## src/lbb_ram.sv

```systemverilog
// Generic simple dual port RAM with one write port and a registered read port.
`default_nettype none
module lbb_ram #(
   parameter int WIDTH = 8,
   parameter int DEPTH = 16
) (
   input  wire logic                     clock,
   input  wire logic                     wr_en,
   input  wire logic [$clog2(DEPTH)-1:0] wr_addr,
   input  wire logic [WIDTH-1:0]         wr_data,
   input  wire logic [$clog2(DEPTH)-1:0] rd_addr,
   output logic      [WIDTH-1:0]         rd_data
);
   logic [WIDTH-1:0] mem [DEPTH];

   always_ff @(posedge clock) begin
      if (wr_en) begin
         mem[wr_addr] <= wr_data;
      end
      rd_data <= mem[rd_addr];
   end
endmodule
`default_nettype wire

```

## config.mk

```make
export PLATFORM = sky130hd
export DESIGN_NAME = lbb_ram
export DESIGN_NICKNAME = d
export VERILOG_FILES = /design/src/lbb_ram.sv
export SDC_FILE = /design/constraint.sdc
export NUM_CORES = 1
export LEC_CHECK = 0
export ABC_CLOCK_PERIOD_IN_PS = 2000
export BUFFER_PORTS_ARGS = -buffer_cell sky130_fd_sc_hd__buf_4
export CAP_MARGIN = 20
export CELL_PAD_IN_SITES_DETAIL_PLACEMENT = 2
export CELL_PAD_IN_SITES_GLOBAL_PLACEMENT = 2
export CORE_ASPECT_RATIO = 0.6
export CORE_UTILIZATION = 40
export DETAILED_ROUTE_END_ITERATION = 7
export PLACE_DENSITY_LB_ADDON = 0.1
export SETUP_SLACK_MARGIN = 0.15
export SYNTH_ARGS = -nofsm -noshare
export SYNTH_HDL_FRONTEND = slang
export SYNTH_SLANG_ARGS = --single-unit
```

## constraint.sdc

```tcl
create_clock -name clock -period 2 [get_ports clock]
set_input_delay 0 -clock clock [delete_from_list [all_inputs] [get_ports clock]]
set_output_delay 0 -clock clock [all_outputs]
set_load 0.05 [all_outputs]
```

=== Yosys cells after proc, flatten, opt, wreduce, memory -nomap -nowiden ===
Memories as Yosys holds them, arrays and structs flattened. A register that Yosys moved wholly into a read port is not among the register bits.
Cells that the tools add are included.

* Register bits: 0
* Latch bits: 0
* RAM bits: 128
* Bits in read-only memories: 0
* Bits of input ports: 18
* Output and inout bits: 8
* Memories: 1

{| class="wikitable"
|+ Memory list
! name !! words !! bits a word !! rd ports !! clocked after memory_dff !! wr ports !! RTL line !! text
|-
| mem || 16 || 8 || 1 || 1 || 1 || 14 || <nowiki>logic [WIDTH-1:0] mem [DEPTH];</nowiki>
|}

* Add/sub/neg operators: 0
* $mul: 0
* Divide/modulo/power cells: 0
* Magnitude comparators: 0
* Equal/unequal tests: 0
* Shifts and indexed selects: 0
* Muxes and demuxes: 2
* Bitwise gates (word level): 0
* Reductions and logical operators: 0

{| class="wikitable"
|+ Operator list
! cell !! count
|-
| 1-bit 2-to-1 mux || 2
|}

=== Depth between registers and ports, before layout ===
* Word-level depth: 2
* Depth in mapped cells: 5

=== Worst setup path after synthesis ===
OpenSTA, ideal clock, no wires.

* Path type: input to register
* Start point: input wr_addr[2]
* End point: memory mem[0][0] (enable)
* Data arrival time: 1.110 ns
* Path slack: 0.507 ns
* Stages on the path: 2
* Buffers on the path: 0
* Cell sequence: or3b_2 -> nor3_1

{| class="wikitable"
|+ RTL lines
! what !! RTL line !! text
|-
| start, declared || 9 || <nowiki>input wire logic [$clog2(DEPTH)-1:0] wr_addr,</nowiki>
|-
| end, declared || 14 ||
|}

No word-level cell before the write port.

==> flow_summary_export.csv <==
group,metric,value,unit
run_status,status,"complete, no violations",
detailed_routing,via_count,2494,
logic_synthesis,avgSynthCellArea,22.5,um^2
power_and_ir_drop,p_int,5.15,mW
final_layout,drive_gt1_share,29.6,%
die,die-width,148,um
logic_synthesis,ys_seq_elements,136,
detailed_routing,drc,0,
detailed_routing,wirelength,11500,um
critical_path,critical_path_class,"reg2reg",
critical_path,worstReg2RegEnd,"rd_data[3]$_DFF_P_",
die,ioPinCount,26,
cts,post_cts_resized,0,
die,rows,31,
detailed_routing,route.antenna.remaining_nets,0,
logic_synthesis,synth_area,5150,um^2
final_layout,diodes,0,
placement,numPortBuffers,25,
timing,fin_crit_sh,66.8,%
global_route,antenna_found_initial,0,
cts,clockRootBuffer,"clkbuf_16",
critical_path,cp_data_required_time,2.28,ns
power_and_ir_drop,seqPwrFrac,49.2,%
die,die-height,89.9,um
critical_path,crit_fanout,1,
logic_synthesis,yosysTopAreaCell,"edfxtp_1",
critical_path,cp_slowest_stage_delay,0.52,ns
timing,setup_viol,0,
timing,finalHoldViolCount,0,
final_layout,syn_to_final_growth,21.1,%
cts,cts_buffer_depth,2,
logic_synthesis,synthCells,229,
timing,finalClockSkew,0.00634,ns
cts,h-tree-depth,4,
critical_path,end_kind,"flip-flop",
min_path,min_path_cells,4,
global_route,grt_usage,19.2,%
global_route,grt_overflow,0,
detailed_routing,drt_iter0_drc,234,
logic_synthesis,ys_top_cells_by_area,"edfxtp_1, mux4_2, mux4_1",
logic_synthesis,yosysSeqAreaShare,77.8,%
min_path,hold_path.class,"in2reg",
min_path,min-delay-start,"rd_addr[2]",
timing,fmax,748,MHz
logic_synthesis,synth_top_area_share,74.7,%
power_and_ir_drop,combPwrFrac,6.0,%
logic_synthesis,synthMostInstantiatedCell,"edfxtp_1",
cts,clkSinkCount,136,
power_and_ir_drop,p_per_area,1050,nW/um^2
placement,hpwl,7210,um
critical_path,crit_path_start_kind,"flip-flop",
power_and_ir_drop,clkPwrFrac,44.8,%
final_layout,nNetsFinal,308,
timing,fin_crit,1.34,ns
critical_path,crit_path_cell_trace,"mux4_1 > a22oi_1 > nand2_1",
die,die_area,13300,um^2
die,start_util,41.9,%
timing,setup_tns,0,ns
critical_path,reg2reg_from,"mem[1][3]$_DFFE_PP_",
logic_synthesis,async_reset_ff_share,0,%
critical_path,r2r_setup_slack,0.66,ns
cts,tritoncts,"built",
detailed_routing,viasPerCell,5.35,
cts,insertion_delay,0.40,ns
timing,worst_pin_slew,0.473,ns
placement,placed_area,5610,um^2
timing,slew_headroom,68.5,%
min_path,holdPathEnd,"rd_data[2]$_DFF_P_",
cts,cts_made_buffers,17,
critical_path,worstPathArrival,1.62,ns
final_layout,post-route-cell-area,6230,um^2
global_route,grt_pass1_wl,17700,um
logic_synthesis,synth_ff_type,"edfxtp_1",
critical_path,worstRegToRegCells,3,
timing,rsz0062_at_grt,"false",
placement,place.gp.congestion,0.654,
power_and_ir_drop,power_leakage,2.12,nW
logic_synthesis,synth_commonest_cells,"edfxtp_1, mux4_2, a22oi_1",
cts,cts.reportedPaths.clkPinSlew,0.05,ns
logic_synthesis,ys_warn_count,0,
power_and_ir_drop,ir_drop,504,uV
global_route,grt_start_max_net_pins,33,
global_route,grt_pass1_vias,2773,
timing,slew_viol_final,0,
detailed_routing,wl_per_cell,24.6,um
critical_path,slowest_stage,"mux4_1",
die,core,12300,um^2
power_and_ir_drop,p_switching,1.38,mW
power_and_ir_drop,sw_frac_of_total,21.1,%
logic_synthesis,synth_edf_count,128,
logic_synthesis,syn_nets,247,
job,maxCapViolations,0,
detailed_routing,dr.pass1.iters,4,
logic_synthesis,synth.distinct_cells,19,
==> registers in the layout, summed over array words and instances, names as in the netlist <==
register  count
mem         128
rd_data       8
==> final cells by class <==
type,count,area (um^2)
Tap cell,165,206
Fill cell,1072,6060
Sequential cell,136,4000
Timing Repair Buffer,52,423
Clock buffer,19,433
Clock inverter,11,109
Multi-Input combinational cell,83,1060
==> per-stage QoR <==
stage | cells | power [mW] | hold WS [ns] | utilization, % | worst slack [ns]
2_1_floorplan | 229 | 3.49 | 0.0989 | - | 0.507
3_3_place_gp | 428 | 3.64 | 0.313 | 45.6 | 0.618
3_5_place_dp | 428 | 3.66 | 0.324 | 45.6 | 0.596
4_1_cts | 466 | 6.60 | 0.0334 | 50.7 | 0.661
5_1_grt | 466 | 6.74 | 0.0817 | 50.7 | 0.599
6_report | 466 | 6.52 | 0.0488 | 50.7 | 0.664
==> how the worst max path moves through the flow <==
stage                                   start                   to  slack (ns)
after global placement             rd_addr[0]   rd_data[5]$_DFF_P_        0.62
after global routing      mem[9][4]$_DFFE_PP_   rd_data[4]$_DFF_P_        0.60
after CTS                 mem[1][3]$_DFFE_PP_   rd_data[3]$_DFF_P_        0.66
final                     mem[1][3]$_DFFE_PP_   rd_data[3]$_DFF_P_        0.66
after detailed placement           rd_addr[0]   rd_data[3]$_DFF_P_        0.60
after floorplan                    wr_addr[2]  mem[0][0]$_DFFE_PP_        0.51
==> what timing repair did <==
| action | in CTS | in global routing |
|---|---|---|
| buffers inserted | 0 | 0 |
| setup endpoints to repair | 0 | 0 |
| hold buffers | 8 | 0 |
| endpoints found under the hold margin | 128 | 0 |
==> cell usage in the layout, fill, tap and decap left out, drive strengths merged <==
cell type / instances
edfxtp: 128
buf: 44
mux4: 32
clkbuf: 19
a22oi: 16
nor2: 13
nand2: 9
dlygate4sd3: 8
dfxtp: 8
clkinv: 8
nor3: 4
nand3b: 2
nand2b: 2
bufinv: 2
nor2b: 1
and2: 1
and2b: 1
nand3: 1
or3b: 1
clkinvlp: 1
==> kinds of logic (layout without fill, tap and decap cells) <==
| kind of cell | after synthesis | in the layout | synth area share (%) |
|---|---|---|---|
| multiplexers | 32 | 32 | 15.0 |
| buffers and inverters | 10 | 82 | 1.68 |
| flip-flops | 136 | 136 | 77.8 |
| AND/OR/NAND/NOR | 35 | 35 | 3.18 |
| AO/OA/AOI/OAI | 16 | 16 | 2.33 |
==> worst max-delay path, delay by kind of cell, from the launching register on <==
kind / cells / cell delay [ns]
AOI/OAI and AO/OA: 1 / 0.22
DFF: 1 / 0.41
muxes: 1 / 0.52
and+or+nand+nor: 1 / 0.08
==> power by group through the flow <==
stage | Clock (mW) | Combinational, mW | Sequential, mW
after global routing | 3.10 | 0.420 | 3.22
after floorplan | 0 | 0.162 | 3.33
final | 2.92 | 0.391 | 3.21
after detailed placement | 0 | 0.387 | 3.27
after CTS | 2.99 | 0.399 | 3.21
after global placement | 0 | 0.372 | 3.27
==> routing by layer <==
layer | vias to the layer above | GRT usage (%) | wire length, um
li1 | 1093 | - | -
met2 | 59 | 27.9 | 5200
met4 | 0 | 6.27 | 52
met5 | - | 0 | 0
met1 | 1338 | 27.9 | 5720
met3 | 4 | 5.23 | 495
No activity file was read; power rests on OpenSTA's default activity.
